==> config.mk <==
export PLATFORM = sky130hd
export DESIGN_NAME = mp2d_queue
export DESIGN_NICKNAME = d
export VERILOG_FILES = /design/src/rtl/mp2d_pkg.sv /design/src/rtl/mp2d_queue.sv
export SDC_FILE = /design/constraint.sdc
export NUM_CORES = 1
export LEC_CHECK = 0
export BUFFER_PORTS_ARGS = -buffer_cell sky130_fd_sc_hd__buf_2
export CAP_MARGIN = 25
export CORE_MARGIN = 8
export CORE_UTILIZATION = 39
export DETAILED_ROUTE_END_ITERATION = 8
export GPL_TIMING_DRIVEN = 0
export PLACE_DENSITY = 0.71
export SLEW_MARGIN = 20
export SYNTH_ARGS = -nofsm -noshare
export SYNTH_HDL_FRONTEND = slang
export SYNTH_SLANG_ARGS = --single-unit
==> constraint.sdc <==
create_clock -name i_clk -period 10.35 [get_ports i_clk]
set_clock_uncertainty 0.05 [all_clocks]
set_input_delay 2.07 -clock i_clk [delete_from_list [all_inputs] [get_ports i_clk]]
set_output_delay 2.07 -clock i_clk [all_outputs]
set_load 0.01 [all_outputs]
==> src/rtl/mp2d_pkg.sv <==
`default_nettype none
// ----------------------------------------------------------------------------
// mp2d_pkg - shared types and constants for the 2-D max pooling block
// Register indexes, job and configuration structs, small divide helper.
// ----------------------------------------------------------------------------
package mp2d_pkg;

    localparam int DEF_MAX_COLS     = 64;
    localparam int DEF_MAX_ROWS     = 64;
    localparam int DEF_MAX_CHANNELS = 16;
    localparam int DEF_MAX_WINDOW   = 4;

    localparam int Q_W        = 16;
    localparam int LIM_W      = 11;
    localparam int DIV_W      = 10;
    localparam int COL_FW     = 10;
    localparam int CHAN_FW    = 8;
    localparam int SLOT_FW    = 3;
    localparam int OUT_RC_W   = 6;
    localparam int OUT_CH_W   = 4;
    localparam int CFG_IDX_W  = 3;
    localparam int CFG_DATA_W = 7;

    localparam int RECIP3    = 683;
    localparam int RECIP3_SH = 11;

    localparam logic [Q_W-1:0] Q_MIN = 16'h8000;

    localparam logic [CFG_IDX_W-1:0] REG_STRIDE = 3'd0;
    localparam logic [CFG_IDX_W-1:0] REG_WINDOW = 3'd1;
    localparam logic [CFG_IDX_W-1:0] REG_ROWS   = 3'd2;
    localparam logic [CFG_IDX_W-1:0] REG_COLS   = 3'd3;
    localparam logic [CFG_IDX_W-1:0] REG_CHANS  = 3'd4;

    typedef struct packed {
        logic [2:0]       stride;
        logic [2:0]       win;
        logic [LIM_W-1:0] rows;
        logic [LIM_W-1:0] cols;
        logic [LIM_W-1:0] chans;
    } t_cfg;

    typedef struct packed {
        logic [Q_W-1:0]      sample;
        logic [COL_FW-1:0]   col;
        logic [CHAN_FW-1:0]  chan;
        logic [SLOT_FW-1:0]  slot;
        logic                fire;
        logic [OUT_RC_W-1:0] orow;
        logic [OUT_RC_W-1:0] ocol;
        logic                last;
    } t_job;

    typedef struct packed {
        logic [DIV_W-1:0] q;
        logic [1:0]       rem;
    } t_qr;

    // quotient and remainder for a divisor of 1 to 4
    function automatic t_qr div_small(input logic [DIV_W-1:0] a, input logic [2:0] s);
        t_qr                  res;
        logic [2*DIV_W:0]     prod;
        logic [DIV_W-1:0]     back3;
        prod    = (2*DIV_W+1)'(a) * (2*DIV_W+1)'(RECIP3);
        back3   = '0;
        res.q   = a;
        res.rem = 2'd0;
        case (s)
            3'd2: begin
                res.q   = a >> 1;
                res.rem = {1'b0, a[0]};
            end
            3'd3: begin
                res.q   = prod[RECIP3_SH +: DIV_W];
                back3   = DIV_W'({res.q, 1'b0} + {1'b0, res.q});
                res.rem = 2'(a - back3);
            end
            3'd4: begin
                res.q   = a >> 2;
                res.rem = a[1:0];
            end
            default: begin
                res.q   = a;
                res.rem = 2'd0;
            end
        endcase
        return res;
    endfunction

endpackage
`default_nettype wire

==> src/rtl/mp2d_queue.sv <==
`default_nettype none
// ----------------------------------------------------------------------------
// mp2d_queue - two-entry job queue
// Decouples request intake from the line store sequencer.
// ----------------------------------------------------------------------------
module mp2d_queue (
    input  wire logic          i_clk,
    input  wire logic          i_rst_n,
    input  wire logic          i_push,
    input  wire mp2d_pkg::t_job i_job,
    output logic               o_full,
    input  wire logic          i_pop,
    output mp2d_pkg::t_job     o_job,
    output logic               o_empty
);
    import mp2d_pkg::*;

    t_job       r_entry [2];
    logic       r_wptr, n_wptr;
    logic       r_rptr, n_rptr;
    logic [1:0] r_count, n_count;
    logic       do_push, do_pop;

    assign o_full  = (r_count == 2'd2);
    assign o_empty = (r_count == 2'd0);
    assign o_job   = r_entry[r_rptr];
    assign do_push = i_push && !o_full;
    assign do_pop  = i_pop && !o_empty;

    always_comb begin
        n_wptr  = do_push ? !r_wptr : r_wptr;
        n_rptr  = do_pop ? !r_rptr : r_rptr;
        n_count = r_count + 2'(do_push) - 2'(do_pop);
    end

    always_ff @(posedge i_clk) begin
        if (!i_rst_n) begin
            r_wptr  <= 1'b0;
            r_rptr  <= 1'b0;
            r_count <= 2'd0;
        end else begin
            r_wptr  <= n_wptr;
            r_rptr  <= n_rptr;
            r_count <= n_count;
        end
        if (do_push) begin
            r_entry[r_wptr] <= i_job;
        end
    end

`ifndef SYNTHESIS
    a_push_not_full: assert property (@(posedge i_clk) disable iff (!i_rst_n)
        i_push |-> !o_full) else $error("job pushed into full queue");
    a_count_track: assert property (@(posedge i_clk) disable iff (!i_rst_n)
        (do_push && !do_pop) |=> (r_count == $past(r_count) + 2'd1))
        else $error("queue count lost a request");
`endif
endmodule
`default_nettype wire

==> Word level (Yosys, flattened, before mapping) <==
Memory sizes are Yosys's and may differ from the RTL's. A register that Yosys moved wholly into a read port is not among the register bits.
Index checks and enable logic that the tools add are counted.
{ "totals": {"regBits": 4, "mem_bits_rw": 102, "in_bits": 55, "out_inout_bits": 53, "elab_cells": 18, "memories": 1} }
{ "mem_list": {"columns": ["memory", "words", "word_bits", "read_ports", "rd_clocked_by_memory_dff", "write_ports", "line", "text"], "rows": [
  ["r_entry", 2, 51, 1, 1, 1, "mp2d_queue.sv:18", "t_job r_entry [2];"]
]} }
{ "classes": {"add_sub_neg": 2, "n_eq_ne": 1, "muxes": 4, "n_reduce_logical": 7} }
{ "op_table": {"columns": ["operator", "n"], "rows": [
  ["$logic_not 1->1", 4],
  ["$mux 1", 4],
  ["$add 2x1->2", 1],
  ["$eq 2x2->1 const B", 1],
  ["$logic_and 1x1->1", 2],
  ["$logic_not 2->1", 1],
  ["$sub 2x1->2", 1]
]} }

==> Longest topological paths before layout <==
Gate-level depths: netlist of the first run.
{ "depth": {"depth_word": 5, "depth_mapped": 8, "depth_no_buf": 8} }

==> Least setup slack after synthesis of the first run <==
No wires, ideal clock.
{ "synth_path": {"path_kind": "input -> register", "from": "in i_push", "to": "mem r_entry[0][0] in the netlist's numbering (enable)", "setup_ns": 0.460, "arrival_time_ns": 4.303, "t_required_ns": 9.840, "path_slack_ns": 5.537, "path_stages": 2, "cell_sequence": "nand2_1 nor2_1"} }
{ "synth_via": {"elab_chain_cells": 3} }
{ "synth_lines": {"columns": ["item", "line", "text"], "rows": [
  ["from (decl)", "mp2d_queue.sv:9", "input wire logic i_push,"],
  ["$logic_and 1x1->1", "mp2d_queue.sv:27", "assign do_push = i_push && !o_full;"],
  ["$mux 1", "mp2d_queue.sv:46", "if (do_push) begin"],
  ["$mux 1 (not written as such)", "mp2d_queue.sv:47", "r_entry[r_wptr] <= i_job;"],
  ["to (decl)", "mp2d_queue.sv:18", null]
]} }
No other way between the ends.

==> results of run 1 <==
layout by cell type (no fill, tap or decap), drive strengths merged:
cell | Yosys | layout
buf | 6 | 116
nor3 | 1 | 1
edfxtp | 102 | 102
dfxtp | 5 | 5
o21a | 1 | 1
mux2i | 1 | 1
and3 | 1 | 1
nor2 | 5 | 5
clkinv | 0 | 3
and2 | 2 | 2
mux2 | 51 | 51
xnor2 | 1 | 1
inv | 3 | 3
clkbuf | 0 | 12
xor2 | 1 | 1
nand2b | 2 | 2
nand2 | 2 | 2
bufinv | 0 | 1
ha | 2 | 2
routing by layer:
| metal | up-vias | track usage [%] |
|---|---|---|
| met3 | 9 | 4.82 |
| met2 | 65 | 17.8 |
| li1 | 961 | - |
| met1 | 1009 | 11.9 |
| met5 | - | 0 |
| met4 | 2 | 3.75 |
final timing paths:
kind / startpoint / end / cells after the start
min reg2reg: r_rptr / register / 2
min: r_rptr / register / 2
max reg2reg: r_count[0] / r_entry[0][1] / 5
max: register / o_job[9] / 4
cells by family (layout without fill, tap and decap cells):
logic type | Yosys count | after routing
flip-flops | 107 | 107
multiplexers | 52 | 52
AND/OR/NAND/NOR | 13 | 13
buffers and inverters | 9 | 135
adder cells (fa/ha/maj) | 2 | 2
XOR/XNOR | 2 | 2
AO/OA/AOI/OAI | 1 | 1
power by group through the flow:
| stage | logic [uW] | clock network [uW] | registers [uW] |
|---|---|---|---|
| 3_3_place_gp | 411 | 0 | 592 |
| 5_1_grt | 463 | 266 | 585 |
| 2_1_floorplan | 289 | 0 | 586 |
| 6_report | 428 | 239 | 578 |
| 4_1_cts | 442 | 253 | 579 |
| 3_5_place_dp | 441 | 0 | 589 |
tightest hold or removal path, delay by kind of cell (launching register included):
kind / cells / cell delay (ns)
flops: 1 / 0.33
simple gates: 1 / 0.08
xor+xnor: 1 / 0.08
sequential cells by signal (all words and copies together), names as in the netlist, named ones only:
name,flops
r_rptr,1
r_wptr,1
r_count,2
r_entry,102
through the flow:
stage / setup slack, ns / power, uW / area (sq um)
final: 6.77 / 1250 / 5160
after global routing: 6.69 / 1310 / 5160
after CTS: 6.73 / 1270 / 5160
after detailed placement: 6.78 / 1030 / 4970
after global placement: 4.09 / 1000 / 4880
after floorplan: 5.54 / 875 / 4170
cell type report:
class                   count  share of cell area (%)
well taps                 136                    3.30
clock buffers              12                    2.62
plain buffers               6                    2.16
multi-input cells          70                    17.4
flip-flops and latches    107                    61.3
repair buffers            110                    12.0
clock inverters             4                   0.995
inverters                   3                   0.218
==> results.toml, run 1 <==
[global_route]
grt_overflow = 0
grt_pass1_vias = 2326
grt_use_total_pct = 10.7
grt_pass1_wl_microns = 11800
grt_max_degree = 44
antenna_found_initial = 1

[sta]
min_period_ns = 3.58
rsz0062_at_grt = "no"
tightest_slew_ns = 0.519
finalSetupViolCount = 0
whs_ns = 0.471
timing.slew.headroom_pct = 65.3
min_period_over_period_pct = 34.6
fmax_ghz = 0.279
tns_ns = 0
hold_viol = 0
drv_slew = 0

[routing]
routed-wl-met2_microns = 3840
wl_per_cell_microns = 16.8
top_layer = "met5"
drc_errors = 0
vias = 2046
dr.pass1.iters = 4
wl_microns = 7530
final_antenna_net_count = 0
drt_iter0_markers = 92
vias_per_cell = 4.57
met1_length_microns = 3030
routed-wl-met3_microns = 566

[logic_synthesis]
synth_enable_flop_cells = 102
synth_top_area_share_pct = 73.4
synth.area.top_cells = "edfxtp_1 (73%), mux2_4 (18%), buf_12 (2.4%)"
synth_most_common_cell = "edfxtp_1"
synth_common_cells = "edfxtp_1 (102), mux2_4 (50), buf_12 (5), dfxtp_1 (5), nor2_1 (5)"
synth_area_leader_cell = "edfxtp_1"
synth_xor_area_share_pct = 0.420
synthMuxAreaShare_pct = 18.5
yosys.cell_types.count = 18
synthFlopType = "edfxtp_1"
synth_compound_area_share_pct = 0.180
synth-adder-area-share_pct = 0.600
syn_inst = 186
mappedNetlistNets = 243
netlist_area_sq_um = 4170
synth_top_family_by_area = "multiplexers"
syn_area_per_cell_sq_um = 22.4
yosys_warnings = 0
synthSimpleGateAreaFrac_pct = 1.50
ys_ff_latch = 107
ys_seq_area_share_pct = 75.8
async_reset_ff_share_pct = 0

[setup_path]
slowest_delay_ns = 0.33
crit_type = "reg2out"
path_cells = "buf_6 > buf_12 > mux2_4 > buf_2"
crit_buf_inv = 3
cp_slowest_cell = "dfxtp_1"
startpoint_type = "register"
worstPathArrival_ns = 1.46
cp_top_family = "buffers and inverters"
crit_required_ns = 8.23
rrSetupSlack_ns = 8.40
cp-end-kind = "output port"
crit_path_max_fanout = 10

[die]
fp-row-count = 37
coreArea_sq_um = 10400
die_x_microns = 119
dieArea_sq_um = 14300
die_h_microns = 119
io_pins = 108
initial_core_util_pct = 40.2

[cells_and_area]
syn_to_final_growth_pct = 23.7
fin_cells = 448
nFillCells = 923
drive_gt1_share_pct = 58.0
fin_nets = 364
num_antenna_cells = 0
seq_area_sq_um = 3160
multiInputGateArea_sq_um = 897
final_core_util_pct = 49.7

[power]
pwr_density_cell_nw_per_um2 = 241
p_comb_share_pct = 34.4
pwr-share-clk_pct = 19.2
power.share.sequential_pct = 46.4
irDropWorstVdd_mv = 0.147
p_leak_uw = 0.00204
swShare_pct = 27.6
switchingPower_uw = 344
p_int_uw = 902

[placed_design]
place_hpwl_microns = 5420
routabilityCongestion = 0.617
post-place-cells = 432
portBuffers = 107

[clocking]
numCtsBuffers = 9
clock_sinks = 107
ctsHoldBuffers = 0
clkLatencyLatePin_ns = 0.35
cts.reportedPaths.clkPinSlew_ns = 0.09
cts-resized-gates = 0
clock_path_buffers = 2
post_cts_buffers = 0
cts_tree = "yes"
htreeDepth = 3
cts_root_buf = "clkbuf_8"

[run_status]
status = "finished clean"

[job]
maxCapViolCount = 0

[min_path]
hp-class = "reg2reg"
Note: power is estimated with default switching activity, not from simulation.
==> run 2: changes to the inputs <==
--- a/config.mk
+++ b/config.mk
@@ -5,13 +5,14 @@
 export SDC_FILE = /design/constraint.sdc
 export NUM_CORES = 1
 export LEC_CHECK = 0
+export ABC_AREA = 1
 export BUFFER_PORTS_ARGS = -buffer_cell sky130_fd_sc_hd__buf_2
 export CAP_MARGIN = 25
 export CORE_MARGIN = 8
 export CORE_UTILIZATION = 39
 export DETAILED_ROUTE_END_ITERATION = 8
 export GPL_TIMING_DRIVEN = 0
-export PLACE_DENSITY = 0.71
+export PLACE_DENSITY = 0.73
 export SLEW_MARGIN = 20
 export SYNTH_ARGS = -nofsm -noshare
 export SYNTH_HDL_FRONTEND = slang
==> constraint.sdc (replaced) <==
create_clock -name i_clk -period 3.1 [get_ports i_clk]
set_clock_uncertainty 0.05 [all_clocks]
set_input_delay 0.62 -clock i_clk [delete_from_list [all_inputs] [get_ports i_clk]]
set_output_delay 0.62 -clock i_clk [all_outputs]
set_load 0.01 [all_outputs]
==> run 2 against run 1 <==
  * First-iteration DRC count decreased by 17%
  * Sequential cell count unchanged
  * Clock power increased to 3.3 times the previous value
  * Critical path depth unchanged
  * Global-route usage decreased by 0.53 points
  * Power increased to 3.1 times the previous value
  * Critical endpoint is now o_job[1]
  * Routed wire length decreased by 3.5%
  * Sequential power increased to 3.3 times the previous value
==> results.toml, run 2 <==
[run_status]
status = "finished clean"

[cells_and_area]
num_antenna_cells = 0
fin_cells = 461
design_area_sq_um = 5140
syn_to_final_growth_pct = 22.9
largest_reg_flops = 102
final_cell_mix = "buf_2 (107), edfxtp_1 (102), mux2_4 (50)"
fin_nets = 374
top_regs = "r_entry x102, r_count x2"
final_common_cell = "buf_2"
drive_gt1_share_pct = 56.4
top_register = "r_entry"

[global_route]
antenna_found_initial = 1
grt_use_total_pct = 10.2
grt_pass1_vias = 2234
grt_overflow = 0
grt_max_degree = 52
grt_pass1_wl_microns = 11200

[die]
initial_core_util_pct = 39.3
fp-row-count = 38
die_x_microns = 120
coreArea_sq_um = 10700
io_pins = 108
dieArea_sq_um = 14300
die_h_microns = 120

[sta]
min_period_over_period_pct = 69.0
whs_ns = 0.396
finalSetupViolCount = 0
drv_slew = 0
hold_viol = 0
timing.slew.headroom_pct = 55.4
min_period_ns = 2.14
rsz0062_at_grt = "no"
fmax_ghz = 0.467
tightest_slew_ns = 0.669

[logic_synthesis]
synthSimpleGateAreaFrac_pct = 1.88
synth_most_common_cell = "edfxtp_1"
synthMuxAreaShare_pct = 18.2
synth_area_leader_cell = "edfxtp_1"
syn_area_per_cell_sq_um = 21.2
synth_top_area_share_pct = 73.2
synth_top_family_by_area = "multiplexers"
ys_ff_latch = 107
mappedNetlistNets = 254
ys_seq_area_share_pct = 75.6
synth.area.top_cells = "edfxtp_1 (73%), mux2_4 (18%), buf_12 (2.4%)"
synth_enable_flop_cells = 102
synth_compound_area_share_pct = 0.239
yosys.cell_types.count = 12
async_reset_ff_share_pct = 0
synth-adder-area-share_pct = 0.598
syn_inst = 197
yosys_warnings = 0
synth_common_cells = "edfxtp_1 (102), mux2_4 (50), inv_1 (9), nand2_1 (9), nor2_1 (8)"
synthFlopType = "edfxtp_1"
synth_xor_area_share_pct = 0
netlist_area_sq_um = 4180

[clocking]
clock_path_buffers = 2
cts.reportedPaths.clkPinSlew_ns = 0.09
htreeDepth = 3
cts_tree = "yes"
clock_sinks = 107
cts_root_buf = "clkbuf_8"
ctsHoldBuffers = 0
post_cts_buffers = 0
cts-resized-gates = 0
numCtsBuffers = 9
clkLatencyLatePin_ns = 0.35

[routing]
drt_iter0_markers = 76
vias = 2042
dr.pass1.iters = 4
final_antenna_net_count = 0
wl_per_cell_microns = 15.8
drc_errors = 0
vias_per_cell = 4.43
wl_microns = 7270

[placed_design]
place_hpwl_microns = 5220
portBuffers = 107
post-place-cells = 446
routabilityCongestion = 0.664
dpl-instance-area_sq_um = 4960

[setup_path]
slowest_delay_ns = 0.33
reg2reg_depth = 6
cp_slowest_cell = "dfxtp_1"
r2r_end = "r_entry[0][35]"
crit_buf_inv = 3
startpoint_type = "register"
rrSetupSlack_ns = 1.17
crit_path_max_fanout = 10
r2r-start = "r_count[0]"
cp-end-kind = "output port"
worstPathArrival_ns = 1.47
crit_type = "reg2out"
cp_top_family = "buffers and inverters"
path_cells = "buf_6 > buf_12 > mux2_4 > buf_2"
crit_required_ns = 2.43

[min_path]
hp-class = "in2reg"
hp-start = "i_job[2]"
hold_end = "r_entry[1][2]"
whs_path_depth = 1

[job]
maxCapViolCount = 0

[power]
power_uw = 3900
p_leak_uw = 0.00205
irDropWorstVdd_mv = 0.396
pwr_density_cell_nw_per_um2 = 759
## run 2: kinds of logic (layout without fill, tap and decap cells)
group	Yosys count	count (layout)
AO/OA/AOI/OAI	2	2
adder cells (fa/ha/maj)	2	2
multiplexers	51	51
flip-flops	107	107
AND/OR/NAND/NOR	20	20
buffers and inverters	15	139
## run 2: cell type report
cell class | count | area (sq um)
multi-input combinational | 75 | 883
clock inverter | 5 | 55.1
timing repair buffer | 109 | 591
inverter | 9 | 36.3
fill | 921 | 5510
sequential | 107 | 3160
buffer | 6 | 111
tap | 140 | 175
clock buffer | 10 | 128
## run 2: worst register-to-register path, delay by kind of cell, from the launching register on
family                 cells  cell delay [ns]
and+or+nand+nor            3             0.78
DFF                        1             0.36
buffers and inverters      3             0.47
## run 2: power breakdown
group	leakage, uW	internal [uW]	switching [uW]
combinational	0.000965	642	570
sequential	0.000994	1830	57.8
clock	0.0000898	367	431
total	0.00205	2840	1060
## run 2: how the worst max path moves through the flow
stage / slack (ns) / endpoint / depth (start not counted)
global route: 0.89 / o_job[1] / 4
floorplan: 0.61 / r_entry[0][0] / 2
finish: 0.96 / o_job[1] / 4
detailed placement: 0.92 / r_entry[0][11] / 5
CTS: 0.92 / o_job[1] / 4
global placement: -0.26 / r_entry[0][11] / 3
## run 2: stage by stage
stage / setup slack (ns) / util (%) / TNS (ns)
global route: 0.891 / 48.3 / 0
detailed placement: 0.916 / 46.6 / 0
global placement: -0.261 / 46.0 / -13.17
floorplan: 0.613 / - / 0
CTS: 0.918 / 48.3 / 0
finish: 0.961 / 48.3 / 0
## run 2: layer usage
metal | global-route usage, % | share of wire (%) | vias up
li1 | - | - | 988
met1 | 10.7 | 40 | 979
met2 | 17.6 | 52 | 63
met3 | 4.65 | 7.0 | 10
met4 | 3.75 | 1.3 | 2
met5 | 0 | 0.18 | -
