[src/rtl/mp2d_pkg.sv]
`default_nettype none
// ----------------------------------------------------------------------------
// mp2d_pkg - shared types and constants for the 2-D max pooling block
// Register indexes, job and configuration structs, small divide helper.
// ----------------------------------------------------------------------------
package mp2d_pkg;

    localparam int DEF_MAX_COLS     = 64;
    localparam int DEF_MAX_ROWS     = 64;
    localparam int DEF_MAX_CHANNELS = 16;
    localparam int DEF_MAX_WINDOW   = 4;

    localparam int Q_W        = 16;
    localparam int LIM_W      = 11;
    localparam int DIV_W      = 10;
    localparam int COL_FW     = 10;
    localparam int CHAN_FW    = 8;
    localparam int SLOT_FW    = 3;
    localparam int OUT_RC_W   = 6;
    localparam int OUT_CH_W   = 4;
    localparam int CFG_IDX_W  = 3;
    localparam int CFG_DATA_W = 7;

    localparam int RECIP3    = 683;
    localparam int RECIP3_SH = 11;

    localparam logic [Q_W-1:0] Q_MIN = 16'h8000;

    localparam logic [CFG_IDX_W-1:0] REG_STRIDE = 3'd0;
    localparam logic [CFG_IDX_W-1:0] REG_WINDOW = 3'd1;
    localparam logic [CFG_IDX_W-1:0] REG_ROWS   = 3'd2;
    localparam logic [CFG_IDX_W-1:0] REG_COLS   = 3'd3;
    localparam logic [CFG_IDX_W-1:0] REG_CHANS  = 3'd4;

    typedef struct packed {
        logic [2:0]       stride;
        logic [2:0]       win;
        logic [LIM_W-1:0] rows;
        logic [LIM_W-1:0] cols;
        logic [LIM_W-1:0] chans;
    } t_cfg;

    typedef struct packed {
        logic [Q_W-1:0]      sample;
        logic [COL_FW-1:0]   col;
        logic [CHAN_FW-1:0]  chan;
        logic [SLOT_FW-1:0]  slot;
        logic                fire;
        logic [OUT_RC_W-1:0] orow;
        logic [OUT_RC_W-1:0] ocol;
        logic                last;
    } t_job;

    typedef struct packed {
        logic [DIV_W-1:0] q;
        logic [1:0]       rem;
    } t_qr;

    // quotient and remainder for a divisor of 1 to 4
    function automatic t_qr div_small(input logic [DIV_W-1:0] a, input logic [2:0] s);
        t_qr                  res;
        logic [2*DIV_W:0]     prod;
        logic [DIV_W-1:0]     back3;
        prod    = (2*DIV_W+1)'(a) * (2*DIV_W+1)'(RECIP3);
        back3   = '0;
        res.q   = a;
        res.rem = 2'd0;
        case (s)
            3'd2: begin
                res.q   = a >> 1;
                res.rem = {1'b0, a[0]};
            end
            3'd3: begin
                res.q   = prod[RECIP3_SH +: DIV_W];
                back3   = DIV_W'({res.q, 1'b0} + {1'b0, res.q});
                res.rem = 2'(a - back3);
            end
            3'd4: begin
                res.q   = a >> 2;
                res.rem = a[1:0];
            end
            default: begin
                res.q   = a;
                res.rem = 2'd0;
            end
        endcase
        return res;
    endfunction

endpackage
`default_nettype wire

[src/rtl/mp2d_front.sv]
`default_nettype none
// ----------------------------------------------------------------------------
// mp2d_front - request intake and window classification
// Tracks row/column/channel position, flags window-completing requests.
// ----------------------------------------------------------------------------
module mp2d_front #(
    parameter int MAX_ROWS     = mp2d_pkg::DEF_MAX_ROWS,
    parameter int MAX_COLS     = mp2d_pkg::DEF_MAX_COLS,
    parameter int MAX_CHANNELS = mp2d_pkg::DEF_MAX_CHANNELS,
    parameter int MAX_WINDOW   = mp2d_pkg::DEF_MAX_WINDOW
) (
    input  wire logic                         i_clk,
    input  wire logic                         i_rst_n,
    input  wire mp2d_pkg::t_cfg               i_cfg,
    input  wire logic                         i_valid,
    output logic                              o_ready,
    input  wire logic [mp2d_pkg::Q_W-1:0]     i_sample,
    input  wire logic                         i_full,
    output logic                              o_push,
    output mp2d_pkg::t_job                    o_job
);
    import mp2d_pkg::*;

    localparam int ROW_W  = (MAX_ROWS > 1) ? $clog2(MAX_ROWS) : 1;
    localparam int COL_W  = (MAX_COLS > 1) ? $clog2(MAX_COLS) : 1;
    localparam int CHAN_W = (MAX_CHANNELS > 1) ? $clog2(MAX_CHANNELS) : 1;
    localparam int SLOT_W = (MAX_WINDOW > 1) ? $clog2(MAX_WINDOW) : 1;

    logic [ROW_W-1:0]  r_row, n_row;
    logic [COL_W-1:0]  r_col, n_col;
    logic [CHAN_W-1:0] r_chan, n_chan;
    logic [SLOT_W-1:0] r_slot, n_slot;

    logic             accept;
    logic [LIM_W-1:0] w_l, rp1, cp1, chp1;
    logic             row_ok, col_ok, edge_ok, fire, last;
    t_qr              qr_r, qr_c, qr_lr, qr_lc;

    assign o_ready = !i_full;
    assign accept  = i_valid && !i_full;
    assign o_push  = accept;

    always_comb begin
        w_l     = LIM_W'(i_cfg.win);
        rp1     = LIM_W'(r_row) + LIM_W'(1);
        cp1     = LIM_W'(r_col) + LIM_W'(1);
        chp1    = LIM_W'(r_chan) + LIM_W'(1);
        row_ok  = (rp1 >= w_l);
        col_ok  = (cp1 >= w_l);
        edge_ok = (i_cfg.rows >= w_l) && (i_cfg.cols >= w_l);
        qr_r    = div_small(DIV_W'(rp1 - w_l), i_cfg.stride);
        qr_c    = div_small(DIV_W'(cp1 - w_l), i_cfg.stride);
        qr_lr   = div_small(DIV_W'(i_cfg.rows - w_l), i_cfg.stride);
        qr_lc   = div_small(DIV_W'(i_cfg.cols - w_l), i_cfg.stride);
        fire    = row_ok && col_ok && (qr_r.rem == 2'd0) && (qr_c.rem == 2'd0);
        last    = fire && edge_ok && (qr_r.q == qr_lr.q) && (qr_c.q == qr_lc.q)
                  && (chp1 == i_cfg.chans);

        o_job.sample = i_sample;
        o_job.col    = COL_FW'(r_col);
        o_job.chan   = CHAN_FW'(r_chan);
        o_job.slot   = SLOT_FW'(r_slot);
        o_job.fire   = fire;
        o_job.orow   = qr_r.q[OUT_RC_W-1:0];
        o_job.ocol   = qr_c.q[OUT_RC_W-1:0];
        o_job.last   = last;

        n_row  = r_row;
        n_col  = r_col;
        n_chan = r_chan;
        n_slot = r_slot;
        if (chp1 >= i_cfg.chans) begin
            n_chan = '0;
            if (cp1 >= i_cfg.cols) begin
                n_col = '0;
                if (rp1 >= i_cfg.rows) begin
                    n_row  = '0;
                    n_slot = '0;
                end else begin
                    n_row  = ROW_W'(rp1);
                    n_slot = (32'(r_slot) + 1 == MAX_WINDOW) ? '0 : r_slot + SLOT_W'(1);
                end
            end else begin
                n_col = COL_W'(cp1);
            end
        end else begin
            n_chan = CHAN_W'(chp1);
        end
    end

    always_ff @(posedge i_clk) begin
        if (!i_rst_n) begin
            r_row  <= '0;
            r_col  <= '0;
            r_chan <= '0;
            r_slot <= '0;
        end else if (accept) begin
            r_row  <= n_row;
            r_col  <= n_col;
            r_chan <= n_chan;
            r_slot <= n_slot;
        end
    end

`ifndef SYNTHESIS
    a_last_fires: assert property (@(posedge i_clk) disable iff (!i_rst_n)
        (o_push && o_job.last) |-> o_job.fire) else $error("last flag on non-result");
`endif
endmodule
`default_nettype wire

[config.mk]
export PLATFORM = sky130hd
export DESIGN_NAME = mp2d_front
export DESIGN_NICKNAME = d
export VERILOG_FILES = /design/src/rtl/mp2d_pkg.sv /design/src/rtl/mp2d_front.sv
export SDC_FILE = /design/constraint.sdc
export NUM_CORES = 1
export LEC_CHECK = 0
export BUFFER_PORTS_ARGS = -buffer_cell sky130_fd_sc_hd__buf_4
export CORE_MARGIN = 3
export CORE_UTILIZATION = 32
export CTS_CLUSTER_SIZE = 24
export DETAILED_ROUTE_END_ITERATION = 10
export GPL_ROUTABILITY_DRIVEN = 0
export PLACE_DENSITY = 0.52
export SLEW_MARGIN = 40
export SYNTH_ARGS = -nofsm -noshare
export SYNTH_HDL_FRONTEND = slang
export SYNTH_SLANG_ARGS = --single-unit
[constraint.sdc]
create_clock -name i_clk -period 25.2 [get_ports i_clk]
set_input_delay 1.26 -clock i_clk [delete_from_list [all_inputs] [get_ports i_clk]]
set_output_delay 1.26 -clock i_clk [all_outputs]
set_load 0.05 [all_outputs]
### Yosys cells after proc, flatten, opt, wreduce, memory -nomap -nowiden

Cells that the tools add are included.

| word-level totals | value |
|---|---|
| register bits | 18 |
| output and inout bits | 53 |
| logic and storage cells | 62 |

| operators by class | value |
|---|---|
| add/subtract/negate cells | 17 |
| multiply operators | 4 |
| magnitude comparators | 7 |
| equal/unequal tests | 7 |
| multiplexer cells | 9 |
| reduce and logical (&&, ||, !) cells | 14 |

Operators by type and width:

| operator | count |
|---|---|
| $pmux W12 S3 | 4 |
| $mul A10 B10 Y20 const B | 4 |
| $ge A11 B3 Y1 | 2 |
| $ge A7 B11 Y1 | 2 |
| $eq A10 B10 Y1 | 2 |
| $sub A10 B3 Y10 | 2 |
| $sub A7 B3 Y8 | 2 |
| $add A6 B1 Y7 const B | 2 |
| $ge A7 B3 Y1 | 2 |
| $mux W6 | 2 |
| $eq A5 B11 Y1 | 1 |
| $ge A5 B11 Y1 | 1 |
| $logic_and A1 B1 Y1 | 9 |
| $add A2 B2 Y2 | 4 |
| $sub A2 B2 Y2 | 4 |
| $eq A3 B2 Y1 const B | 2 |
| $eq A3 B3 Y1 const B | 2 |
| $add A4 B1 Y5 const B | 1 |
| $logic_not A2 Y1 | 2 |
| $mux W2 | 2 |
| $mux W4 | 1 |
| $add A2 B1 Y3 const B | 1 |
| $reduce_and A3 Y1 | 1 |
| $add A2 B1 Y2 const B | 1 |
| other kinds (2) | 2 |

### Longest topological paths before layout

Gate-level depths: netlist (run 1).

| logic depth | value |
|---|---|
| word-level depth | 13 |
| gate-level depth with buffers | 30 |
| mapped depth without buffers | 29 |

### Worst setup path before layout (run 1)

No wires, ideal clock.

| timing | value |
|---|---|
| path type | input to output |
| start | input port i_cfg[35] (netlist name) |
| end | output port o_job[0] (netlist name) |
| arrival time | 8,579 ps |
| data required time | 23,940 ps |
| slack | 15,361 ps |
| cell stages on the path | 23 |
| path buffers | 1 |
| cells stage by stage | inv_1 ha_1 a21oi_1 and2_1 nand3_1 clkinv_1 ha_1 fa_1 fa_1 fa_1 fa_1 ha_1 nand4_1 a211oi_2 nor3_1 o21ai_1 xnor2_1 o21ai_0 xnor2_1 or4b_1 a2111o_1 nor4_2 buf_4 |

RTL lines:

| item | line | text |
|---|---|---|
| start: declaration | mp2d_front.sv:14 | `input wire mp2d_pkg::t_cfg i_cfg,` |
| end: declaration | mp2d_front.sv:20 | `output mp2d_pkg::t_job o_job` |

==> results of run 1 <==
==> cells by family after synthesis <==
| group | count (synthesis) | synth area share |
|---|---|---|
| xor+xnor | 84 | 0.06849 |
| mux | 7 | 0.006517 |
| fa+ha+maj | 347 | 0.4530 |
| buf+inv | 244 | 0.09318 |
| other cells | 1 | 0.0003427 |
| compound gates | 321 | 0.2008 |
| simple gates | 323 | 0.1448 |
| flops | 18 | 0.03293 |
==> per-stage QoR <==
stage / instances / util
after global placement: 1830 / 0.3529
after global routing: 1834 / 0.3562
after detailed placement: 1830 / 0.3533
after floorplan: 1353 / -
after CTS: 1834 / 0.3560
final: 1834 / 0.3562
==> cells in the final DEF, fill, tap and decap left out, types with 9 or more instances in the layout <==
cell type,synthesis,final
sky130_fd_sc_hd__or3_1,13,13
sky130_fd_sc_hd__fa_1,82,82
sky130_fd_sc_hd__xor2_1,33,33
sky130_fd_sc_hd__and3_1,12,12
sky130_fd_sc_hd__a221oi_1,12,12
sky130_fd_sc_hd__nor2_1,68,67
sky130_fd_sc_hd__nand3b_1,10,10
sky130_fd_sc_hd__nand2_1,102,101
sky130_fd_sc_hd__a21boi_0,11,11
sky130_fd_sc_hd__dfxtp_1,18,18
sky130_fd_sc_hd__inv_1,181,181
sky130_fd_sc_hd__o21a_1,10,10
sky130_fd_sc_hd__o22ai_1,10,10
sky130_fd_sc_hd__conb_1,1,9
sky130_fd_sc_hd__xnor2_1,50,49
sky130_fd_sc_hd__nand3_1,39,39
sky130_fd_sc_hd__ha_1,265,265
sky130_fd_sc_hd__o21ai_0,59,59
sky130_fd_sc_hd__a21o_1,21,21
sky130_fd_sc_hd__nor3_1,23,23
sky130_fd_sc_hd__buf_4,27,86
sky130_fd_sc_hd__a211oi_1,12,11
sky130_fd_sc_hd__a21oi_1,71,71
sky130_fd_sc_hd__a31oi_1,9,9
sky130_fd_sc_hd__o211ai_1,12,12
==> metal layers <==
metal  vias up  wire length [um]  track usage
met3        42              1827      0.02036
met1      4625             15840       0.2567
met4         2               635      0.03528
met5         -                13            0
li1       4823                 -            -
met2       273             14880       0.2943
==> worst max-delay path, delay by kind of cell <==
family | cells | cell delay [ns]
adders and majority gates | 8 | 3.39
and+or+nand+nor | 6 | 1.66
AOI/OAI and AO/OA | 5 | 1.17
buffers and inverters | 4 | 1.01
xor gates and xnor gates | 4 | 0.70
==> worst min-delay path by stage <==
stage                         start        end  slack [ns]
after global placement    r_slot[1]  r_slot[1]        0.47
final                     r_slot[1]  r_slot[1]        0.48
after global routing      r_slot[1]  r_slot[1]        0.53
after detailed placement  r_slot[1]  r_slot[1]        0.48
after floorplan            r_row[1]   r_row[1]        0.47
after CTS                 r_slot[1]  r_slot[1]        0.49
==> synthesized netlist by cell type (23+ instances only) <==
cell,number
sky130_fd_sc_hd__a21oi_1,71
sky130_fd_sc_hd__buf_4,27
sky130_fd_sc_hd__clkbuf_1,27
sky130_fd_sc_hd__fa_1,82
sky130_fd_sc_hd__ha_1,265
sky130_fd_sc_hd__inv_1,181
sky130_fd_sc_hd__nand2_1,102
sky130_fd_sc_hd__nand3_1,39
sky130_fd_sc_hd__nor2_1,68
sky130_fd_sc_hd__nor3_1,23
sky130_fd_sc_hd__o21ai_0,59
sky130_fd_sc_hd__xnor2_1,50
sky130_fd_sc_hd__xor2_1,33
==> power by group through the flow <==
| stage | registers [mW] | logic [mW] | clock network (mW) |
|---|---|---|---|
| 2_1_floorplan | 0.0303 | 0.868 | 0 |
| 5_1_grt | 0.0290 | 1.30 | 0.0387 |
| 4_1_cts | 0.0290 | 1.15 | 0.0380 |
| 3_5_place_dp | 0.0297 | 1.14 | 0 |
| 6_report | 0.0290 | 1.14 | 0.0366 |
| 3_3_place_gp | 0.0297 | 1.13 | 0 |
==> final cells by class <==
class / instances / share of cell area
clock buffers: 4 / 0.007419
inverters: 187 / 0.05862
multi-input cells: 1091 / 0.8031
flip-flops and latches: 18 / 0.03009
well taps: 448 / 0.04681
repair buffers: 86 / 0.05392
==> flip-flops by register name, indices dropped and copies added (netlist names) <==
name and count:
r_chan 4, r_col 6, r_row 6, r_slot 2
==> impl.org, run 1 <==
** STA
- Worst Hold Margin :: 0.4801 ns
- The max-slew violation count came to 0.
- Final period util :: 0.4155
- Pin slew with the least headroom to its limit :: 0.8243 ns
- Timing-limited maximum frequency :: 0.09551 GHz
- Total setup violations reported at the end of the flow :: 0
- The smallest clock period supported by the final layout is computed as 10.47 ns.
- After layout, the worst setup slack is 14.73 ns.
- Setup repair after global routing left no endpoint under its margin.
- For the final routed database, the setup TNS stands at 0 ns.
- Final Hold Fails :: 0
- Across the routed clock network, the largest skew measured is 0.006255 ns.
- The worst pin sits at a relative slew slack of 0.4486.

** Critical path
- R2r endpoint :: r_slot[0]
- Worst Path Arrival :: 9.21 ns
- Type of the setup path with the least slack :: input port to output pin
- CP max stage cell :: sky130_fd_sc_hd__clkinv_1
- Following the worst setup path forward leads to its endpoint at o_job[0].
- Reg-to-reg slack, setup :: 21.47 ns
- The most critical setup path has its startpoint at i_cfg[35].
- CP Data Required Time :: 23.94 ns
- Endpoint class of the critical path :: output pin
- On the worst path, the slowest cell contributes a delay of 0.57 ns.
- The worst setup path is launched from an input port.
- Of all nets on the critical path, the largest fanout is 12.
- The worst register-to-register path begins at r_chan[0].
- Cell depth of the worst flop-to-flop path :: 10

** Clock tree
- Number of sinks driven by the clock tree :: 18
- Clock tree synthesis inserted a total of 3 buffers.
- No sink is reached through more buffers than the 2 on the longest clock path.
- CTS placed an instance of sky130_fd_sc_hd__clkbuf_16 at the clock tree root.
- Post-CTS Resized :: 0
- Number of hold-repair buffers added at the cts stage :: 0
- In this run the number of H-tree levels came out at 1.
- Post-CTS Setup Inserts :: 0
- CTS tree :: done
- Clock-pin slew was measured on the worst setup and hold paths at 0.05 ns.
- Clock latency at the later pin of the worst-skew pair :: 0.26 ns

** Synthesis
- Number of synthesized register bits :: 18
- Largest cells by area after synthesis :: sky130_fd_sc_hd__ha_1 30%, sky130_fd_sc_hd__fa_1 15%, sky130_fd_sc_hd__inv_1 6.2%
- Yosys warning total :: 0
- Number of distinct library cell variants in the gate-level netlist after synthesis :: 88
- Of all cell types, the one taking the most synthesized area is sky130_fd_sc_hd__ha_1.
- Number of flops mapped to enable cells by yosys :: 0
- After technology mapping, the gate count stands at 1345.
- The synthesized netlist occupies a cell area of 10940 um^2.
- Proportion of synthesized chip area in sequential cells :: 0.03293
- Share of flip-flops with an asynchronous set or reset after synthesis :: 0
- Mean instance size in the synthesized netlist :: 8.136 um^2
- Most common flop cell mapped by yosys :: sky130_fd_sc_hd__dfxtp_1
- The share of synthesized area in the top cell type comes to 0.3030.

** Route
- Detailed Routing Iterations Pass 1 :: 5
- Wirelength, routed :: 33.20 mm
- Routed vias/inst :: 5.324
- Drc violations :: 0
- After detailed routing, the average wire length per cell comes to 18.10 um.
- First-iteration detailed-routing DRC count :: 510
- Vias :: 9765
- The count of nets left with antenna violations once routing finished came out at 0.

** Placement
- Cell Area, Placed :: 11880 um^2
- Minimum setup slack after placement :: 14.58 ns
- Detailed placement ended at an HPWL of 28.72 mm.
- Count of buffers from port buffering :: 70

** Pwr
- Switching component of the power :: 683.1 uW
- P_int :: 525.6 uW
- The share of total power dissipated in the clock network is 0.030.
- Sw Share :: 0.5651
- Worst IR Drop VDD :: 59.13 uV
- Of the total power, registers draw 0.024.
- For this design the ratio of total power to cell area is 100.9 nW/um^2.
- Lkg Pwr :: 6.003 nW
- Summing internal, switching and leakage power gives 1.209 mW.
- Relative contribution of combinational cells to total power :: 0.946

** Floorplan
- Placeable Area :: 33620 um^2
- X dimension of the die :: 190.9 um
- Num ports :: 112
- The die is 190.9 um tall.
- DIE AREA :: 36450 um^2
- Std cell rows :: 67
- The initial utilization of the core area, before any placement, comes to 0.3255.

** Outcome
- The flow ran to the end, and the final reports show no timing, DRC or antenna violations.

** Layout
- Summing all multi-input logic gate instances after layout gives 9617 um^2.
- Storage element area :: 360.3 um^2
- The area growth from synthesis to layout is 9.422%.
- In the final design database the tool counted 1793 nets.
- Fill cells in the final layout number 3553.
- After routing the design area is 11970 um^2.
- 0 antenna diodes ended up in the layout.
- Fraction of final layout cells sized beyond drive strength 1 :: 0.08369

** GRT
- Pin count of the biggest net entering global routing :: 42
- GR Util All Layers :: 0.1799
- The total overflow left after global routing is 0.
- The via count of the first global-routing pass came to 9623.
- Wire length of the first global-routing pass :: 52.79 mm
- The number of antenna violations at the first check in global routing was 1.

** Job
- Maximum Capacitance Violations :: 0

** Min path
- Class of the most critical hold timing path :: register to register
- Number of cells traversed by the worst hold path :: 2
(Power assumes the default switching activity.)
==> run 2: changes to the inputs <==
--- a/config.mk
+++ b/config.mk
@@ -5,13 +5,14 @@
 export SDC_FILE = /design/constraint.sdc
 export NUM_CORES = 1
 export LEC_CHECK = 0
+export ABC_AREA = 1
 export BUFFER_PORTS_ARGS = -buffer_cell sky130_fd_sc_hd__buf_4
 export CORE_MARGIN = 3
 export CORE_UTILIZATION = 32
 export CTS_CLUSTER_SIZE = 24
 export DETAILED_ROUTE_END_ITERATION = 10
 export GPL_ROUTABILITY_DRIVEN = 0
-export PLACE_DENSITY = 0.52
+export PLACE_DENSITY = 0.53
 export SLEW_MARGIN = 40
 export SYNTH_ARGS = -nofsm -noshare
 export SYNTH_HDL_FRONTEND = slang
==> constraint.sdc (replaced) <==
create_clock -name i_clk -period 8.4 [get_ports i_clk]
set_input_delay 0.42 -clock i_clk [delete_from_list [all_inputs] [get_ports i_clk]]
set_output_delay 0.42 -clock i_clk [all_outputs]
set_load 0.05 [all_outputs]
==> run 2 against run 1 <==
Compared with the run above:
- sequential cell count is the same
- die area up 15%
- setup slack got worse by 14 ns
- register-to-register slack worse by 17 ns
- non-clock buffer count is 11 lower
- critical path depth increased by 3
- routed wire length up 14%
- combinational power rose to 3.8 times the previous value
- clock-buffer cell count decreased by 1
- critical path type is now register to output pin
- largest cell class unchanged
- largest power group unchanged
==> impl.org, run 2 <==
** Outcome
- Outcome :: finished clean

** STA
- Total setup violations reported at the end of the flow :: 0
- At the pin with the least slew margin, the transition time is 0.7736 ns.
- Worst Slack Setup Final :: 0.8642 ns
- Worst-case headroom to the max-slew limit :: 0.4825
- Timing-limited maximum frequency :: 0.1327 GHz
- Unrepaired setup endpoints after global routing :: false
- Between clock sinks in the finished design, the worst skew comes to 0.002381 ns.
- Adding up every negative setup slack in the final design gives 0 ns.
- Number of slew-limit violations in the final report :: 0
- The final hold violation count is 0.
- The clock period could shrink to 7.536 ns.
- In the finished design, the share of the clock period the worst path needs comes to 0.8971.

** Pwr
- Lkg Pwr :: 7.939 nW
- Across the VDD grid, the largest voltage drop is 190.1 uV.
- After layout, the design draws a total of 4.538 mW.
- In this run the power density over the cells is 332.6 nW/um^2.

** Synthesis
- Largest cells by area after synthesis :: sky130_fd_sc_hd__ha_1 26%, sky130_fd_sc_hd__nand2_1 17%, sky130_fd_sc_hd__fa_1 13%
- Yosys warning total :: 0
- The share of synthesized area in the top cell type comes to 0.2633.
- Share of flip-flops with an asynchronous set or reset after synthesis :: 0
- Number of distinct library cell variants in the gate-level netlist after synthesis :: 51
- Synth Instances :: 1993
- Most common flop cell mapped by yosys :: sky130_fd_sc_hd__dfxtp_1
- Counting flops with a built-in enable in the synthesized netlist gives 0.
- sky130_fd_sc_hd__nand2_1 is the most common cell in the netlist.
- Proportion of synthesized chip area in sequential cells :: 0.02861
- After synthesis the cells add up to 12590 um^2.
- The largest total area in the synthesized netlist belongs to sky130_fd_sc_hd__ha_1.
- Dividing the synthesized area by the synthesized cell count gives 6.319 um^2.
- Synthesis inferred 18 register bits.
- Sorting the synthesized cells by how often they occur yields 560 x sky130_fd_sc_hd__nand2_1, 375 x sky130_fd_sc_hd__inv_1, 265 x sky130_fd_sc_hd__ha_1, 170 x sky130_fd_sc_hd__nor2_1, 151 x sky130_fd_sc_hd__nand3_1.

** Floorplan
- For this configuration, the core starts out at a cell density of 0.3251.
- DIE AREA :: 41770 um^2
- The core region is 38740 um^2.
- X dimension of the die :: 204.4 um
- Num ports :: 112
- The initialized floorplan defines 72 standard-cell rows.
- The die is 204.4 um tall.

** GRT
- Entering global routing, the biggest net connects 38 pins.
- Global route total overflow :: 0
- The first global-routing pass estimated 61.36 mm of wire.
- Initial antenna violation count :: 0
- Vias in the first global route :: 11970
- GR Util All Layers :: 0.1801

** Layout
- The area growth from synthesis to layout is 8.336%.
- Most common library cell in the layout ignoring fill and taps :: sky130_fd_sc_hd__nand2_1
- The library cells used most frequently in the layout, excluding fill and tap cells, are 560 x sky130_fd_sc_hd__nand2_1, 375 x sky130_fd_sc_hd__inv_1, 265 x sky130_fd_sc_hd__ha_1.
- Fraction of final layout cells sized beyond drive strength 1 :: 0.06333
- Largest registers :: r_col: 6 flops, r_row: 6 flops, r_chan: 4 flops
- Post-layout nets :: 2445
- The repair_antennas step left the layout with diodes totalling 0.

** Clock tree
- Number of sinks driven by the clock tree :: 18
- Post-CTS Setup Inserts :: 0
- TritonCTS built the clock tree.
- Once the clock tree was built, the resizer swapped 0 gates to a different size.
- Buffers from clock root to sink, at most :: 2
- Clk pin slew, worst setup/hold paths :: 0.05 ns
- The number of clock buffers added by TritonCTS is 3.
- The later pin in the worst-skew pair is clocked with a latency of 0.25 ns.
- In this run the number of H-tree levels came out at 1.
- Root buffer cell :: sky130_fd_sc_hd__clkbuf_16
- Number of hold-repair buffers added at the cts stage :: 0

** Critical path
- Type of the setup path with the least slack :: register to output pin
- The slowest stage of the critical path is the sky130_fd_sc_hd__fa_1 cell.
- For the worst setup path, the data arrival time is 7.12 ns.
- The most numerous cell type found on the critical path is sky130_fd_sc_hd__nand2_1.
- Data on the critical path is required at its endpoint by 7.98 ns.
- Crit Path Max Fanout :: 9
- STA classifies the critical path endpoint as an output pin.
- STA classifies the critical path startpoint as a register.
- Critical Path Max Stage Delay :: 0.57 ns

** Route
- Drc violations :: 0
- Detail Route Antenna Nets :: 0
- Routed vias/inst :: 4.818
- Vias :: 12310
- Final routed wire length divided by cell count :: 14.76 um
- Detailed Routing Iterations Pass 1 :: 5
- After the first detailed-routing iteration, the DRC count stood at 704.
- Wirelength, routed :: 37.71 mm

** Placement
- Minimum setup slack after placement :: 1.084 ns
- Detail Placement HPWL :: 33.45 mm
- Count of buffers from port buffering :: 70

** Job
- The tool flagged a number of max-cap violations equal to 0.

** Min path
- Class of the most critical hold timing path :: register to register
[run 2: changes by cell type in the layout (fill, tap and decap cells not counted), moves of 12 or more]
| cell | before | now |
|---|---|---|
| sky130_fd_sc_hd__a21o_1 | 21 | 2 |
| sky130_fd_sc_hd__a21oi_1 | 71 | 97 |
| sky130_fd_sc_hd__inv_1 | 181 | 375 |
| sky130_fd_sc_hd__nand2_1 | 101 | 560 |
| sky130_fd_sc_hd__nand3_1 | 39 | 150 |
| sky130_fd_sc_hd__nand4_1 | 6 | 23 |
| sky130_fd_sc_hd__nor2_1 | 67 | 170 |
| sky130_fd_sc_hd__o21ai_0 | 59 | 40 |
| sky130_fd_sc_hd__or3_1 | 13 | 0 |
| sky130_fd_sc_hd__xnor2_1 | 49 | 5 |
| sky130_fd_sc_hd__xor2_1 | 33 | 21 |
[run 2: area by class of cell]
| type | instances | area, um^2 |
|---|---|---|
| sequential | 18 | 360.3 |
| tap | 518 | 648.1 |
| inverter | 386 | 1454 |
| multi-input combinational | 1555 | 10540 |
| timing repair buffer | 75 | 563.0 |
| fill | 4296 | 25090 |
| clock buffer | 3 | 75.07 |
[run 2: power by group]
part,leakage [nW],switching [mW],total (mW),internal (mW)
combinational,7.76,2.81,4.36,1.55
clock,0.0370,0.0310,0.0935,0.0626
sequential,0.146,0.00164,0.0884,0.0868
[run 2: kinds of logic after synthesis]
| group | after synthesis | share of synthesized area |
|---|---|---|
| AO/OA/AOI/OAI | 180 | 0.07948 |
| buffers and inverters | 428 | 0.1370 |
| flip-flops | 18 | 0.02861 |
| other | 1 | 0.0002978 |
| XOR/XNOR | 28 | 0.02067 |
| adder cells (fa/ha/maj) | 347 | 0.3936 |
| AND/OR/NAND/NOR | 991 | 0.3403 |
[run 2: path summary, 6_finish.rpt]
kind / from / to / slack, ns / cells after the start
worst max-delay path: r_col[0] / o_job[13] / 0.86 / 30
worst min-delay path: r_slot[1] / r_slot[1] / 0.50 / 2
worst max register to register: r_chan[0] / r_row[4] / 4.94 / 11
worst min register to register: r_slot[1] / r_slot[1] / 0.50 / 2
[run 2: worst max-delay path, delay by kind of cell (launching register included)]
| kind | cells | cell delay, ns |
|---|---|---|
| AND/OR/NAND/NOR | 15 | 1.85 |
| XOR/XNOR | 1 | 0.25 |
| buffers and inverters | 3 | 0.46 |
| AO/OA/AOI/OAI | 2 | 0.28 |
| flip-flops | 1 | 0.51 |
| adder cells (fa/ha/maj) | 9 | 3.50 |
[run 2: per-layer routing]
layer / wire, um / up-vias / global-route usage
met5: 0 / - / 0
met4: 573 / 0 / 0.02703
met3: 1396 / 28 / 0.01656
met2: 18060 / 218 / 0.3174
met1: 17680 / 5671 / 0.2437
li1: - / 6392 / -
[run 2: per-stage QoR]
step,util,hold slack [ns],cell area (um^2),cells
floorplan,-,0.4771,12620,2001
global placement,0.3501,0.4858,13560,2552
detailed placement,0.3501,0.4874,13560,2552
CTS,0.3521,0.4946,13640,2555
global route,0.3522,0.5004,13640,2555
finish,0.3522,0.4952,13640,2555
==> run 3: changes to the inputs <==
--- a/config.mk
+++ b/config.mk
@@ -12,7 +12,7 @@
 export CTS_CLUSTER_SIZE = 24
 export DETAILED_ROUTE_END_ITERATION = 10
 export GPL_ROUTABILITY_DRIVEN = 0
-export PLACE_DENSITY = 0.53
+export PLACE_DENSITY = 0.6
 export SLEW_MARGIN = 40
 export SYNTH_ARGS = -nofsm -noshare
 export SYNTH_HDL_FRONTEND = slang
==> constraint.sdc (replaced) <==
create_clock -name i_clk -period 6.9 [get_ports i_clk]
set_input_delay 0.345 -clock i_clk [delete_from_list [all_inputs] [get_ports i_clk]]
set_output_delay 0.345 -clock i_clk [all_outputs]
set_load 0.05 [all_outputs]
==> run 3 against run 2 <==
Compared with the run above:
- via count up 3.5%
- sequential cell count unchanged
- clock skew grew 0.00078 ns
- power is 37% higher
==> impl.org, run 3 (synthesis gave the netlist of run 2 again) <==
** GRT
- The total overflow left after global routing is 0.
- Pin count of the biggest net entering global routing :: 38
- For this run, global-route usage on met3 was measured as 0.02134.
- For this run, global-route usage on met1 was measured as 0.2334.
- met2 is the most crowded layer.
- GR Util All Layers :: 0.1717
- The via count of the first global-routing pass is 11890.
- The number of antenna violations at the first check in global routing came to 0.
- The first global-routing pass estimated 59.14 mm of wire.
- In the global route stage, met2 resource usage came out at 0.2996.

** Route
- In the routed layout, each cell is associated on average with a via count of 4.867.
- Detailed routing inserted a total of 12740 vias.
- Dividing the detail-routed wire length by the instance count gives 14.42 um.
- For this block, the routed nets add up to 37.74 mm of wire.
- In the routed design, unresolved DRC markers number 0.
- Once detail routing completed, the nets flagged for antenna violations numbered 0.
- Before antenna repair, the detailed router went through 5 iterations.
- The first routing iteration left 752 violations.

** Clock tree
- CTS tree :: done
- After clock tree synthesis, the clock-pin slew on the worst setup and hold paths is 0.06 ns.
- Buffers inserted during clock tree synthesis total 3.
- Clock latency at the later pin of the worst-skew pair :: 0.26 ns
- The clock passes through at most 2 buffers.
- Root buffer cell :: sky130_fd_sc_hd__clkbuf_16
- The clock drives 18 sinks.
- In this run the number of H-tree levels came out at 1.

** Placement
- The placed instances occupy a cell area of 13910 um^2.
- Minimum setup slack after placement :: -0.08784 ns
- Count of buffers from port buffering :: 70
- After legalization and detailed placement, the total HPWL measured 32.57 mm.

** STA
- The worst path in the final design needs a cycle of 6.576 ns, including I/O delays and setup.
- For the pin with the worst max-slew slack, the measured transition is 0.7576 ns.
- Setup slack closes at 0.3237 ns.
- Final period util :: 0.9531
- The final hold violation count is 0.
- Timing would allow up to 0.1521 GHz.
- Setup violations remaining at the end of the flow were counted as 0.
- The max-slew violation count was 0.
- Across all hold checks on the routed design, the worst slack comes to 0.3975 ns.
- In this run the tightest slew margin relative to its limit is 0.4943.
- The clock arrives with 0.003163 ns of skew.

** Floorplan
- For this configuration, the core starts out at a cell density of 0.3251.
- In this run the vertical extent of the chip is 204.4 um.
- Row generation in the floorplan step produced 72 rows.
- Num ports :: 112
- X dimension of the die :: 204.4 um
- The floorplan step defined a die boundary enclosing 41770 um^2.
- Placeable Area :: 38740 um^2

** Critical path
- Crit Path Max Fanout :: 6
- Sort of element at the start of the critical path :: register
- Type of the setup path with the least slack :: register to output pin
- The worst setup path is captured at an output pin.
- Cell repeated most along the worst path :: sky130_fd_sc_hd__nand2_1
- Worst Path Arrival :: 6.23 ns
- STA puts the critical path data required time at 6.55 ns.
- In this design, the stage delay of the slowest critical-path cell is 0.55 ns.
- Cell depth of the worst flop-to-flop path :: 11
- The slowest stage of the critical path belongs to the cell sky130_fd_sc_hd__fa_1.

** Pwr
- Final Power :: 6.198 mW
- Pwr per Cell Area :: 416.5 nW/um^2
- Lkg Pwr :: 8.293 nW
- Worst IR Drop VDD :: 298.3 uV

** Layout
- Fillers :: 4136
- Largest registers :: r_col: 6 flops, r_row: 6 flops, r_chan: 4 flops
- At the end of the flow the core is filled with cells to 0.3841.
- Relative area change from synthesis to final layout :: 18.16%
- The top cell types in the final layout, fill and taps aside, are 531 x sky130_fd_sc_hd__nand2_1, 365 x sky130_fd_sc_hd__inv_1, 232 x sky130_fd_sc_hd__ha_1.
- The number of antenna diodes in the final layout is 0.
- Of the cells placed in the final design, the portion with a size suffix greater than 1 is 0.1586.
- Non-Filler Cell Area, Final :: 14880 um^2
- Most common library cell in the layout ignoring fill and taps :: sky130_fd_sc_hd__nand2_1
- After the last flow step, the layout net total stands at 2506.

** Min path
- Number of cells traversed by the worst hold path :: 3
- Class of the most critical hold timing path :: input port to register

** Job
- Across the run, the number of max-cap violations was 0.

** Outcome
- Outcome :: finished clean
## run 3: timing repair
item,in CTS,in global routing
gates resized for setup,13,156
endpoints found under the setup margin,2,2
pin swaps,0,49
hold buffers,0,0
buffers inserted,0,15
## run 3: worst max-delay path, delay by kind of cell (launching register included)
family	cells	cell delay (ns)
flip-flops	1	0.37
buffers and inverters	6	0.54
AND/OR/NAND/NOR	23	2.11
adder cells (fa/ha/maj)	8	2.92
## run 3: path summary, 6_finish.rpt
kind	from	endpoint	slack, ns
worst max-delay path	r_col[1]	o_job[0]	0.32
worst min-delay path	i_rst_n	r_slot[0]	0.40
worst max register to register	r_chan[0]	r_row[4]	3.59
worst min register to register	r_slot[1]	r_slot[1]	0.51
## run 3: stage by stage
step / setup TNS (ns) / std cells
5_1_grt: -0.06890 / 2617
3_3_place_gp: -0.1004 / 2598
4_1_cts: 0 / 2602
6_report: 0 / 2617
2_1_floorplan: 0 / 2001
3_5_place_dp: -0.08784 / 2598
## run 3: final cells by class
| class | count | area (um^2) | area share |
|---|---|---|---|
| multi-input combinational | 1555 | 11270 | 0.7573 |
| inverter | 386 | 1465 | 0.09846 |
| timing repair buffer | 136 | 1040 | 0.06987 |
| tap | 518 | 648.1 | 0.04356 |
| sequential | 18 | 369.1 | 0.02480 |
| clock buffer | 4 | 88.84 | 0.005970 |
## run 3: report_power, final
group	switching, mW	internal [mW]
clock network	0.0451	0.0885
registers	0.00200	0.105
logic	3.70	2.25
total	3.75	2.45
## run 3: routing by layer
layer  vias to the layer above  wire length, um
li1                       6516                -
met1                      5887            17450
met2                       296            18040
met3                        38             1744
met4                         0              504
met5                         -                0
